### src/ret_pkg.sv
`timescale 1ns / 1ps
// Shared types, constants and microcode for the reader epoch tracker.
// Used by the checker and all modules but ret_ram; no dependencies.
package ret_pkg;

    // Table size and derived widths
    localparam int MAX_READERS = 16;
    localparam int SLOT_W      = (MAX_READERS > 1) ? $clog2(MAX_READERS) : 1;
    localparam int CNT_W       = $clog2(MAX_READERS + 1);
    localparam int EPOCH_W     = 64;
    localparam int OP_W        = 3;
    localparam int FSLOT_W     = 8;
    localparam int UPC_W       = 4;

    localparam logic [FSLOT_W-1:0] SLOT_LIMIT = FSLOT_W'(MAX_READERS);

    // Operation codes
    localparam logic [OP_W-1:0] OP_ALLOC   = 3'd0;
    localparam logic [OP_W-1:0] OP_ENTER   = 3'd1;
    localparam logic [OP_W-1:0] OP_EXIT    = 3'd2;
    localparam logic [OP_W-1:0] OP_MIN     = 3'd3;
    localparam logic [OP_W-1:0] OP_ADVANCE = 3'd4;
    localparam logic [OP_W-1:0] OP_READ    = 3'd5;

    // Microcode addresses
    localparam logic [UPC_W-1:0] UA_IDLE     = 4'd0;
    localparam logic [UPC_W-1:0] UA_ALLOC    = 4'd1;
    localparam logic [UPC_W-1:0] UA_ENTER    = 4'd2;
    localparam logic [UPC_W-1:0] UA_EXIT     = 4'd3;
    localparam logic [UPC_W-1:0] UA_MIN_INIT = 4'd4;
    localparam logic [UPC_W-1:0] UA_MIN_LOOP = 4'd5;
    localparam logic [UPC_W-1:0] UA_MIN_LAST = 4'd6;
    localparam logic [UPC_W-1:0] UA_ADVANCE  = 4'd7;
    localparam logic [UPC_W-1:0] UA_READ     = 4'd8;
    localparam logic [UPC_W-1:0] UA_NOP      = 4'd9;

    // Next-address selection
    typedef enum logic [1:0] {
        JC_JUMP     = 2'd0,
        JC_LAST     = 2'd1,
        JC_NOT_LAST = 2'd2,
        JC_DISPATCH = 2'd3
    } jc_t;

    // State update performed by a step
    typedef enum logic [2:0] {
        ACT_NONE    = 3'd0,
        ACT_ALLOC   = 3'd1,
        ACT_ENTER   = 3'd2,
        ACT_EXIT    = 3'd3,
        ACT_ADVANCE = 3'd4
    } act_t;

    // Source of the result word
    typedef enum logic [2:0] {
        RES_ZERO   = 3'd0,
        RES_ALLOC  = 3'd1,
        RES_SLOT   = 3'd2,
        RES_MIN    = 3'd3,
        RES_GLOBAL = 3'd4
    } res_t;

    typedef struct packed {
        jc_t              jc;
        logic [UPC_W-1:0] target;
        logic             best_load;
        logic             rd_en;
        logic             cmp_en;
        logic             idx_inc;
        logic             idx_clr;
        act_t             act;
        res_t             res;
        logic             emit;
    } cw_t;

    typedef struct packed {
        logic [EPOCH_W-1:0] epoch_value;
        logic [FSLOT_W-1:0] assigned_slot;
        logic               slot_exhausted;
        logic               slot_ignored;
    } res_item_t;

    // Entry address of each operation's routine
    function automatic logic [UPC_W-1:0] dispatch(input logic [OP_W-1:0] op);
        logic [UPC_W-1:0] addr;
        unique case (op)
            OP_ALLOC:   addr = UA_ALLOC;
            OP_ENTER:   addr = UA_ENTER;
            OP_EXIT:    addr = UA_EXIT;
            OP_MIN:     addr = UA_MIN_INIT;
            OP_ADVANCE: addr = UA_ADVANCE;
            OP_READ:    addr = UA_READ;
            default:    addr = UA_NOP;
        endcase
        return addr;
    endfunction

    // Control store: one word per step
    function automatic cw_t ucode(input logic [UPC_W-1:0] upc);
        cw_t cw;
        cw        = '0;
        cw.jc     = JC_JUMP;
        cw.target = UA_IDLE;
        cw.act    = ACT_NONE;
        cw.res    = RES_ZERO;
        unique case (upc)
            UA_IDLE: begin
                cw.jc = JC_DISPATCH;
            end
            UA_ALLOC: begin
                cw.act  = ACT_ALLOC;
                cw.res  = RES_ALLOC;
                cw.emit = 1'b1;
            end
            UA_ENTER: begin
                cw.act  = ACT_ENTER;
                cw.res  = RES_SLOT;
                cw.emit = 1'b1;
            end
            UA_EXIT: begin
                cw.act  = ACT_EXIT;
                cw.res  = RES_SLOT;
                cw.emit = 1'b1;
            end
            UA_MIN_INIT: begin
                // seed with the global epoch, fetch entry 0
                cw.jc        = JC_LAST;
                cw.target    = UA_MIN_LAST;
                cw.best_load = 1'b1;
                cw.rd_en     = 1'b1;
                cw.idx_inc   = 1'b1;
            end
            UA_MIN_LOOP: begin
                // fold the previous entry, fetch the next
                cw.jc      = JC_NOT_LAST;
                cw.target  = UA_MIN_LOOP;
                cw.cmp_en  = 1'b1;
                cw.rd_en   = 1'b1;
                cw.idx_inc = 1'b1;
            end
            UA_MIN_LAST: begin
                cw.cmp_en  = 1'b1;
                cw.idx_clr = 1'b1;
                cw.res     = RES_MIN;
                cw.emit    = 1'b1;
            end
            UA_ADVANCE: begin
                cw.act  = ACT_ADVANCE;
                cw.res  = RES_GLOBAL;
                cw.emit = 1'b1;
            end
            UA_READ: begin
                cw.res  = RES_GLOBAL;
                cw.emit = 1'b1;
            end
            UA_NOP: begin
                cw.emit = 1'b1;
            end
            default: begin
                cw.jc = JC_JUMP;
            end
        endcase
        return cw;
    endfunction

endpackage

### src/ret_req_if.sv
`timescale 1ns / 1ps
// Request channel of the reader epoch tracker: valid/ready plus payload.
// Depends on ret_pkg for field widths.
interface ret_req_if;
    import ret_pkg::*;

    logic                valid;
    logic                ready;
    logic [OP_W-1:0]     operation;
    logic [FSLOT_W-1:0]  slot;

    modport source (output valid, output operation, output slot, input ready);
    modport sink   (input valid, input operation, input slot, output ready);
endinterface

### src/ret_rsp_if.sv
`timescale 1ns / 1ps
// Response channel of the reader epoch tracker: valid/ready plus payload.
// Depends on ret_pkg for field widths.
interface ret_rsp_if;
    import ret_pkg::*;

    logic                valid;
    logic                ready;
    logic [EPOCH_W-1:0]  epoch_value;
    logic [FSLOT_W-1:0]  assigned_slot;
    logic                slot_exhausted;
    logic                slot_ignored;

    modport source (output valid, output epoch_value, output assigned_slot,
                    output slot_exhausted, output slot_ignored, input ready);
    modport sink   (input valid, input epoch_value, input assigned_slot,
                    input slot_exhausted, input slot_ignored, output ready);
endinterface

### src/ret_ram.sv
`timescale 1ns / 1ps
// Generic single-write, single-read RAM with registered read data.
// No dependencies.
module ret_ram #(
    parameter int WIDTH = 64,
    parameter int DEPTH = 16
) (
    input  logic                                   clk,
    input  logic                                   we,
    input  logic [((DEPTH > 1) ? $clog2(DEPTH) : 1)-1:0] waddr,
    input  logic [WIDTH-1:0]                       wdata,
    input  logic                                   re,
    input  logic [((DEPTH > 1) ? $clog2(DEPTH) : 1)-1:0] raddr,
    output logic [WIDTH-1:0]                       rdata
);

    logic [WIDTH-1:0] mem [DEPTH];
    logic [WIDTH-1:0] rdata_reg;

    // Write port
    always_ff @(posedge clk)
    begin
        if (we)
        begin
            mem[waddr] <= wdata;
        end
    end

    // Registered read port
    always_ff @(posedge clk)
    begin
        if (re)
        begin
            rdata_reg <= mem[raddr];
        end
    end

    assign rdata = rdata_reg;

endmodule

### src/ret_useq.sv
`timescale 1ns / 1ps
// Microcode sequencer: step counter, control store lookup and jump logic.
// Depends on ret_pkg for the control word, dispatch table and microcode.
module ret_useq import ret_pkg::*; (
    input  logic            clk,
    input  logic            rst_n,
    input  logic            req_valid,
    input  logic [OP_W-1:0] operation,
    input  logic            idx_last,
    input  logic            stall,
    output cw_t             cw,
    output logic            idle
);

    logic [UPC_W-1:0] upc_reg;
    logic [UPC_W-1:0] upc_next;
    logic [UPC_W-1:0] upc_inc;

    // Look up the current step
    assign cw      = ucode(upc_reg);
    assign idle    = (upc_reg == UA_IDLE);
    assign upc_inc = upc_reg + UPC_W'(1);

    // Pick the next step; hold while the result word cannot be placed
    always_comb
    begin
        upc_next = upc_reg;
        if (!stall)
        begin
            unique case (cw.jc)
                JC_JUMP:     upc_next = cw.target;
                JC_LAST:     upc_next = idx_last ? cw.target : upc_inc;
                JC_NOT_LAST: upc_next = idx_last ? upc_inc : cw.target;
                JC_DISPATCH: upc_next = req_valid ? dispatch(operation) : upc_reg;
            endcase
        end
    end

    always_ff @(posedge clk or negedge rst_n)
    begin
        if (!rst_n)
        begin
            upc_reg <= UA_IDLE;
        end
        else
        begin
            upc_reg <= upc_next;
        end
    end

endmodule

### src/ret_dpath.sv
`timescale 1ns / 1ps
// Datapath: global epoch, allocation counter, reader table with valid bits,
// scan index and running minimum. Depends on ret_pkg and ret_ram.
module ret_dpath import ret_pkg::*; (
    input  logic               clk,
    input  logic               rst_n,
    input  cw_t                cw,
    input  logic               go,
    input  logic [FSLOT_W-1:0] slot,
    output logic               idx_last,
    output res_item_t          result
);

    logic [EPOCH_W-1:0]     global_reg;
    logic [EPOCH_W-1:0]     global_next;
    logic [CNT_W-1:0]       nfs_reg;
    logic [CNT_W-1:0]       nfs_next;
    logic [MAX_READERS-1:0] valid_reg;
    logic [MAX_READERS-1:0] valid_next;
    logic [SLOT_W-1:0]      idx_reg;
    logic [SLOT_W-1:0]      idx_next;
    logic [EPOCH_W-1:0]     best_reg;
    logic [EPOCH_W-1:0]     best_next;
    logic                   rd_valid_reg;
    logic                   rd_valid_next;
    logic [EPOCH_W-1:0]     best_cand;
    logic [EPOCH_W-1:0]     rd_data;
    logic                   slot_ok;
    logic                   full;
    logic [SLOT_W-1:0]      slot_idx;
    logic [SLOT_W-1:0]      nfs_idx;
    logic                   ram_we;
    logic                   ram_re;

    assign slot_ok  = (slot < SLOT_LIMIT);
    assign full     = (nfs_reg == CNT_W'(MAX_READERS));
    assign slot_idx = slot[SLOT_W-1:0];
    assign nfs_idx  = nfs_reg[SLOT_W-1:0];
    assign idx_last = (idx_reg == SLOT_W'(MAX_READERS - 1));
    assign ram_we   = go && (cw.act == ACT_ENTER) && slot_ok;
    assign ram_re   = go && cw.rd_en;

    // Reader epochs; an entry without its valid bit reads as idle
    ret_ram #(
        .WIDTH (EPOCH_W),
        .DEPTH (MAX_READERS)
    ) u_table (
        .clk   (clk),
        .we    (ram_we),
        .waddr (slot_idx),
        .wdata (global_reg),
        .re    (ram_re),
        .raddr (idx_reg),
        .rdata (rd_data)
    );

    // Fold the fetched entry into the running minimum
    assign best_cand = (rd_valid_reg && (rd_data != '0) && (rd_data < best_reg))
                       ? rd_data : best_reg;

    // State updates of the current step
    always_comb
    begin
        global_next   = global_reg;
        nfs_next      = nfs_reg;
        valid_next    = valid_reg;
        idx_next      = idx_reg;
        best_next     = best_reg;
        rd_valid_next = rd_valid_reg;
        if (go)
        begin
            unique case (cw.act)
                ACT_ALLOC:
                begin
                    if (!full)
                    begin
                        valid_next[nfs_idx] = 1'b0;
                        nfs_next            = nfs_reg + CNT_W'(1);
                    end
                end
                ACT_ENTER:
                begin
                    if (slot_ok)
                    begin
                        valid_next[slot_idx] = 1'b1;
                    end
                end
                ACT_EXIT:
                begin
                    if (slot_ok)
                    begin
                        valid_next[slot_idx] = 1'b0;
                    end
                end
                ACT_ADVANCE: global_next = global_reg + EPOCH_W'(1);
                default:     global_next = global_reg;
            endcase
            if (cw.rd_en)
            begin
                rd_valid_next = valid_reg[idx_reg];
            end
            priority if (cw.idx_clr)
            begin
                idx_next = '0;
            end
            else if (cw.idx_inc)
            begin
                idx_next = idx_reg + SLOT_W'(1);
            end
            else
            begin
                idx_next = idx_reg;
            end
            priority if (cw.best_load)
            begin
                best_next = global_reg;
            end
            else if (cw.cmp_en)
            begin
                best_next = best_cand;
            end
            else
            begin
                best_next = best_reg;
            end
        end
    end

    always_ff @(posedge clk or negedge rst_n)
    begin
        if (!rst_n)
        begin
            global_reg   <= EPOCH_W'(1);
            nfs_reg      <= '0;
            valid_reg    <= '0;
            idx_reg      <= '0;
            rd_valid_reg <= 1'b0;
        end
        else
        begin
            global_reg   <= global_next;
            nfs_reg      <= nfs_next;
            valid_reg    <= valid_next;
            idx_reg      <= idx_next;
            rd_valid_reg <= rd_valid_next;
        end
    end

    // Running minimum is payload
    always_ff @(posedge clk)
    begin
        best_reg <= best_next;
    end

    // Shape the result word
    always_comb
    begin
        result = '0;
        unique case (cw.res)
            RES_ZERO:
            begin
                result = '0;
            end
            RES_ALLOC:
            begin
                result.assigned_slot  = FSLOT_W'(nfs_reg);
                result.slot_exhausted = full;
            end
            RES_SLOT:
            begin
                result.slot_ignored = !slot_ok;
            end
            RES_MIN:
            begin
                result.epoch_value = best_cand;
            end
            RES_GLOBAL:
            begin
                result.epoch_value = global_next;
            end
            default:
            begin
                result = '0;
            end
        endcase
    end

endmodule

### src/reader_epoch_tracker.sv
`timescale 1ns / 1ps
// Reader epoch tracker: epoch-based reclamation reader table.
// Requests arrive on req (operation, slot); one word per request leaves on rsp
// (epoch_value, assigned_slot, slot_exhausted, slot_ignored).
// A microcoded sequencer steps a small datapath; the table sits in a RAM.
// Allocate, enter, exit, advance, read global and unused codes give their
// word in one execute step after the idle step that accepts them.
// The minimum query scans the table through the single RAM read port, one
// entry a cycle, from an init step through loop steps to a final step.
// A request is not taken before the previous one has run its last step.
// req.ready is high while the sequencer waits at its idle step; a request can
// be taken while the previous word still sits in the output register.
// If rsp is stalled, the next request runs up to its final step and holds
// there, with no state change, until the output register frees.
// Reset: global epoch 1, allocation count 0, every table entry idle through
// valid bits cleared at once, so no clearing pass is needed.
// Depends on ret_pkg, ret_req_if, ret_rsp_if, ret_useq, ret_dpath, ret_ram.
module reader_epoch_tracker import ret_pkg::*; (
    input  logic      clk,
    input  logic      rst_n,
    ret_req_if.sink   req,
    ret_rsp_if.source rsp
);

    cw_t                cw;
    logic               idle;
    logic               idx_last;
    logic               stall;
    logic               go;
    logic               req_fire;
    logic [FSLOT_W-1:0] slot_reg;
    res_item_t          result;
    res_item_t          out_reg;
    logic               out_valid_reg;
    logic               out_valid_next;

    assign req.ready = idle;
    assign req_fire  = req.valid && idle;
    assign stall     = cw.emit && out_valid_reg && !rsp.ready;
    assign go        = !stall;

    ret_useq u_useq (
        .clk       (clk),
        .rst_n     (rst_n),
        .req_valid (req.valid),
        .operation (req.operation),
        .idx_last  (idx_last),
        .stall     (stall),
        .cw        (cw),
        .idle      (idle)
    );

    ret_dpath u_dpath (
        .clk      (clk),
        .rst_n    (rst_n),
        .cw       (cw),
        .go       (go),
        .slot     (slot_reg),
        .idx_last (idx_last),
        .result   (result)
    );

    // Hold the slot of the accepted request
    always_ff @(posedge clk)
    begin
        if (req_fire)
        begin
            slot_reg <= req.slot;
        end
    end

    // Output register: load on emit, drop once taken
    always_comb
    begin
        out_valid_next = out_valid_reg;
        if (cw.emit && go)
        begin
            out_valid_next = 1'b1;
        end
        else if (rsp.ready)
        begin
            out_valid_next = 1'b0;
        end
    end

    always_ff @(posedge clk or negedge rst_n)
    begin
        if (!rst_n)
        begin
            out_valid_reg <= 1'b0;
        end
        else
        begin
            out_valid_reg <= out_valid_next;
        end
    end

    always_ff @(posedge clk)
    begin
        if (cw.emit && go)
        begin
            out_reg <= result;
        end
    end

    assign rsp.valid          = out_valid_reg;
    assign rsp.epoch_value    = out_reg.epoch_value;
    assign rsp.assigned_slot  = out_reg.assigned_slot;
    assign rsp.slot_exhausted = out_reg.slot_exhausted;
    assign rsp.slot_ignored   = out_reg.slot_ignored;

endmodule

### src/flat_wrapper.sv
// flat-port wrapper written by rule: the top's interface ports become plain ports
module reader_epoch_tracker_flat import ret_pkg::*;
  (clk, rst_n, req_valid, req_operation, req_slot, req_ready, rsp_valid, rsp_epoch_value, rsp_assigned_slot, rsp_slot_exhausted, rsp_slot_ignored, rsp_ready);
  ret_req_if req_i ();
  ret_rsp_if rsp_i ();
  input  logic clk;
  input  logic rst_n;
  input wire logic [$bits(req_i.valid)-1:0] req_valid;
  input wire logic [$bits(req_i.operation)-1:0] req_operation;
  input wire logic [$bits(req_i.slot)-1:0] req_slot;
  output wire logic [$bits(req_i.ready)-1:0] req_ready;
  output wire logic [$bits(rsp_i.valid)-1:0] rsp_valid;
  output wire logic [$bits(rsp_i.epoch_value)-1:0] rsp_epoch_value;
  output wire logic [$bits(rsp_i.assigned_slot)-1:0] rsp_assigned_slot;
  output wire logic [$bits(rsp_i.slot_exhausted)-1:0] rsp_slot_exhausted;
  output wire logic [$bits(rsp_i.slot_ignored)-1:0] rsp_slot_ignored;
  input wire logic [$bits(rsp_i.ready)-1:0] rsp_ready;
  assign req_i.valid = req_valid;
  assign req_i.operation = req_operation;
  assign req_i.slot = req_slot;
  assign req_ready = req_i.ready;
  assign rsp_valid = rsp_i.valid;
  assign rsp_epoch_value = rsp_i.epoch_value;
  assign rsp_assigned_slot = rsp_i.assigned_slot;
  assign rsp_slot_exhausted = rsp_i.slot_exhausted;
  assign rsp_slot_ignored = rsp_i.slot_ignored;
  assign rsp_i.ready = rsp_ready;
  reader_epoch_tracker u_core (.clk(clk), .rst_n(rst_n), .req(req_i), .rsp(rsp_i));
endmodule
### config.mk
export PLATFORM = sky130hd
export DESIGN_NAME = reader_epoch_tracker_flat
export DESIGN_NICKNAME = d
export VERILOG_FILES = /design/src/ret_pkg.sv /design/src/ret_req_if.sv /design/src/ret_rsp_if.sv /design/src/ret_ram.sv /design/src/ret_useq.sv /design/src/ret_dpath.sv /design/src/reader_epoch_tracker.sv /design/src/flat_wrapper.sv
export SDC_FILE = /design/constraint.sdc
export NUM_CORES = 2
export LEC_CHECK = 0
export ABC_AREA = 1
export ABC_CLOCK_PERIOD_IN_PS = 5150
export BUFFER_PORTS_ARGS = -buffer_cell sky130_fd_sc_hd__buf_2
export CAP_MARGIN = 20
export CORE_MARGIN = 5
export CORE_UTILIZATION = 38
export CTS_BUF_LIST = sky130_fd_sc_hd__clkbuf_2 sky130_fd_sc_hd__clkbuf_4 sky130_fd_sc_hd__clkbuf_8
export CTS_CLUSTER_SIZE = 8
export DETAILED_ROUTE_END_ITERATION = 7
export PLACE_DENSITY_LB_ADDON = 0.08
export REMOVE_ABC_BUFFERS = 1
export SETUP_SLACK_MARGIN = 0.3
export SLEW_MARGIN = 5
export SYNTH_ARGS = -nofsm -noshare
export SYNTH_HDL_FRONTEND = slang
export SYNTH_HIERARCHICAL = 1
export SYNTH_SLANG_ARGS = --single-unit
### constraint.sdc
create_clock -name clk -period 5.15 [get_ports clk]
set_clock_uncertainty 0.2 [all_clocks]
set_input_delay 0.2575 -clock clk [delete_from_list [all_inputs] [get_ports clk]]
set_output_delay 0.2575 -clock clk [all_outputs]
set_load 0.05 [all_outputs]
### After elaboration in Yosys (flattened, before gate mapping)

Memory sizes are Yosys's and may differ from the RTL's. A register that Yosys moved wholly into a read port is not among the register bits.
Index checks and enable logic that the tools add are counted.

* register bits: 241
* bits in latches: 0
* memory bits (writable): 1024
* ROM bits: 0
* output and inout bits: 76
* word-level logic and storage cells: 133
* memories kept: 1

Memory list
* u_core.u_dpath.u_table.mem: depth 16, width 64, read ports 1, clocked after Yosys merged registers in 1, wr ports 1, RTL line ret_ram.sv:17 `logic [WIDTH-1:0] mem [DEPTH];`

* $add $sub $neg: 4
* $mul: 0
* div/mod/pow operators: 0
* $lt $le $gt $ge: 7
* equality and inequality tests: 31
* shifts and indexed selects: 0
* mux-type cells: 36
* bitwise operators: 7
* reductions and logical operators: 33

Operators with widths (count)
* $mux W64: 5
* $pmux W64 S2: 1
* $add A64 B1 Y64 const B: 1
* $lt A64 B64 Y1: 1
* $reduce_bool A64 Y1: 1
* $mux W16: 3
* $pmux W16 S3: 1
* $and A16 B16 Y16: 2
* $not A16 Y16: 2
* $pmux W3 S4: 2
* $pmux W4 S6: 1
* $mux W4: 5
* $eq A3 B2 Y1 const B: 6
* $eq A4 B3 Y1 const B: 4
* $or A16 B16 Y16: 1
* $pmux W4 S4: 1
* $lt A4 B5 Y1 const B: 3
* $eq A3 B3 Y1 const B: 4
* $eq A4 B4 Y1 const B: 3
* $mux W1: 12
* $logic_and A1 B1 Y1: 11
* $eq A3 B1 Y1 const B: 3
* $add A4 B1 Y4 const B: 2
* $demux W1 S4: 2
* other kinds (24): 41

### Depth between registers and ports, before layout

* depth in word-level cells: 10
* gate-level depth with buffers: 18

### Hierarchy

Netlist, hierarchy kept.

By module, submodules not included
* ret_ram: times used 1, cells an instance 4210, area each 45926.5 um^2
* ret_dpath: times used 1, cells an instance 1702, area each 12001.5 um^2
* reader_epoch_tracker: times used 1, cells an instance 92, area each 2528.7 um^2
* ret_useq: times used 1, cells an instance 108, area each 623.1 um^2

### Worst setup path before layout

OpenSTA, ideal clock, no wires.

* path kind: reg2reg
* from: register u_core.u_useq.upc_reg[0]
* to: register u_core.out_reg, in the netlist u_core/rsp.assigned_slot[0], enable pin
* library setup time: 531 ps
* arrival: 4864 ps
* data required time: 4419 ps
* path slack: -445 ps
* cell stages (with the launch flop): 7
* path buffers: 0
* period minus slack after synthesis: 5595 ps
* cell sequence: dfrtp_1 -> inv_1 -> ha_1 -> nor2_1 -> o31ai_1 -> inv_1 -> a21oi_1

RTL lines
* start, declared: RTL line ret_useq.sv:15 `logic [UPC_W-1:0] upc_reg;`
* start signal, assigned: RTL line ret_useq.sv:47 `upc_reg <= upc_next;`
* end signal, assigned: RTL line reader_epoch_tracker.sv:102 `out_reg <= result;`
* end, declared: RTL line reader_epoch_tracker.sv:33 `res_item_t out_reg;`

==> results by group <==
Clocking
  – Clock transition at the registers of the reported paths: 0.06 ns
  – Cts repair resizes: 0
  – CTS sink count: 1329
  – Num CTS Buffers: between 200 and 250
  – Clk buf depth: 3
  – Clk root buf: clkbuf_8
  – Clock Latency Late Sink: 1.00 ns
  – Max H-tree Level: 4
  – TritonCTS clock tree: done

Worst setup path
  – Startpoint Class: register
  – Reg-to-Reg Start: u_core/u_useq/upc_reg[0]$_DFFE_PN0P_
  – Slack of the worst reg-to-reg path: 1.00 ns
  – WP data required: around 5.6 ns
  – CP Max Fanout: 21
  – Slowest stage delay, CP: 0.67 ns
  – Crit end category: register
  – CP Capture Point: u_core/u_dpath/u_table/mem[8][16]$_DFFE_PP_
  – Worst R2R Path Depth: 13
  – Top Family by Delay on Critical Path: simple AND/OR/NAND/NOR gates
  – Reg-to-reg endpoint: u_core/u_dpath/u_table/mem[8][16]$_DFFE_PP_
  – CP most frequent cell: inv_1
  – Start point of the critical path: u_core/u_useq/upc_reg[0]$_DFFE_PN0P_
  – Slowest CP cell: nor2_4
  – Worst path depth: 13
  – Worst-path cell chain: inv_1, ha_1, o21ai_2, inv_1, nor3_1, o31ai_1, nand3_2, inv_2, nor4_1, buf_4, nand3b_1, nor2_4, buf_12
  – Buf/Inv on CP: 5
  – Critical path class: reg -> reg
  – CP arrival: 4.59 ns

Flow run
  – Max-Cap Viols: 0

Placement
  – # placed instances: 8205
  – Gpl congestion: 0.885
  – IO buf count: 90
  – Dpl hpwl: 115000 um
  – Area post-placement: 64100 um2

Detailed routing
  – First drt pass iteration count: 6
  – Initial drt markers: 4089
  – Drt total wl: roughly 190000 um
  – Via count: around 43000
  – Final ANT Viol Nets: 0
  – DRC Markers: 0
  – Via density per instance: approximately 5.0
  – Routed length per instance: 22.4 um

STA
  – Worst-Margin Slew: between 1 and 1.5 ns
  – FMAX: 0.241 GHz
  – Hold slack final: 0.137 ns
  – Final hold violations: 0
  – Slew Viols, Final: 0
  – Part of the cycle the worst path needs: 80.6%
  – Final-report setup violation count: 0
  – RSZ-0062 raised after global routing: no
  – Final min period: 4.15 ns
  – Slew margin rel.: a little over a quarter
  – Total Neg Setup Slack: 0 ns

Global route
  – Total track usage: 22.7%
  – Largest net degree at the start of global routing: 157
  – Initial antenna violation count: 6
  – Number of global-route vias before repair: 41400
  – First-pass GRT wire length: 283000 um
  – Grt ovf: 0

Floorplanning
  – # rows: 147
  – Die Width: 411 um
  – Initial Util: 38.1%
  – DIE AREA: ~170000 um2
  – # IOs: 91
  – Core Region: approximately 160000 um2
  – Die Y-Extent: 411 um

Final layout
  – Share of layout cells above drive strength 1: 10.5%
  – Post-layout nets: 6399
  – Design area: 69200 um2
  – Largest reg by FF count: u_core/u_dpath/u_table/mem
  – Final Non-Filler Cells: 8652
  – Largest register FFs: roughly 1000
  – Layout area overhead: 13.3%

Power and ir drop
  – Net Switching: ~14 mW
  – Sequential share of power: 38.7%
  – Maximum VDD drop: around 0.00065 V
  – Combinational share of power: about a third
  – Sw Ratio: 40.2%
  – Cell Int Power: 21.3 mW
  – Clock network power share: 27.5%
  – Pwr dens: 516 nW/um2
  – Pleak: 29.7 nW
  – Power Total: ~36 mW

Outcome
  – Status: finished clean

Worst hold path
  – Hold WC Path Type: in -> reg

Yosys
  – Post-Synthesis Cells: 6106
  – Average size of a mapped cell: 10.0 um2
  – Mapped Area: roughly 61000 um2
  – Yosys warns: 6
==> per-layer routing <==
layer / GRT usage [%] / up-vias / routed length (um)
met1: 32.5 / 20900 / 88500
met5: 0 / - / 0
met2: 35.4 / 1358 / 87600
met4: 6.45 / 0 / 4800
met3: 4.24 / 267 / 13000
li1: - / 20400 / -
==> timing repair <==
item,4_1_cts,5_1_grt
setup buffers,0,0
endpoints found under the hold margin,195,0
hold buffers,34,0
==> per-stage QoR <==
step                util [%]  setup WS, ns
global placement        40.0          1.14
global route            43.2         0.826
detailed placement      40.0          1.07
finish                  43.2          1.00
floorplan                  -         -9.90
CTS                     43.2          1.01
==> power by group through the flow <==
stage / Combinational [mW] / Clock (mW) / Sequential, mW
floorplan: 6.10 / 0 / 15.1
global placement: 12.1 / 0 / 14.0
detailed placement: 12.1 / 0 / 14.0
CTS: 12.2 / 10.1 / 13.8
global route: 13.2 / 10.6 / 13.9
finish: 12.1 / 9.83 / 13.8
==> worst min path at each step <==
| stage | start | cells past startpoint | slack [ns] | to |
|---|---|---|---|---|
| after floorplan | rst_n | 0 | -0.24 | u_core/rsp.valid$_DFFE_PN0P_ |
| after global placement | rst_n | 1 | 0.11 | u_core/rsp.valid$_DFFE_PN0P_ |
| after detailed placement | rst_n | 1 | 0.10 | u_core/rsp.valid$_DFFE_PN0P_ |
| after CTS | req_operation[1] | 8 | 0.003 | u_core/u_useq/upc_reg[3]$_DFFE_PN0P_ |
| after global routing | req_valid | 4 | 0.11 | u_core/slot_reg[4]$_DFFE_PP_ |
| final | req_operation[1] | 8 | 0.14 | u_core/u_useq/upc_reg[3]$_DFFE_PN0P_ |
==> layout make-up <==
class                           count  area [um2]
Fill cell                       15400       91000
Sequential cell                  1329       39400
Multi-Input combinational cell   3459       16200
Clock buffer                      337        4120
Inverter                         1050        3980
Tap cell                         2160        2700
Timing Repair Buffer              242        2170
Clock inverter                     74         558
Antenna cell                        1        2.50
==> worst reg2reg max path: stages (launching register included) <==
cell and delay (ns):
dfrtp_1 0.46, inv_1 0.12, ha_1 0.24, o21ai_2 0.15, inv_1 0.11, nor3_1 0.19, o31ai_1 0.13, nand3_2 0.23
inv_2 0.19, nor4_1 0.35, buf_4 0.19, nand3b_1 0.29, nor2_4 0.67, buf_12 0.27
==> placed cells by master, fill, tap and decap left out, types with 80 or more instances in the layout <==
master    instances
buf_2            89
buf_4            80
clkbuf_4         83
clkbuf_8        254
dfrtp_1          90
edfxtp_1       1234
inv_1          1035
nand2_1        1868
nand3_1        1020
nor2_1          138
(Power assumes the default switching activity.)
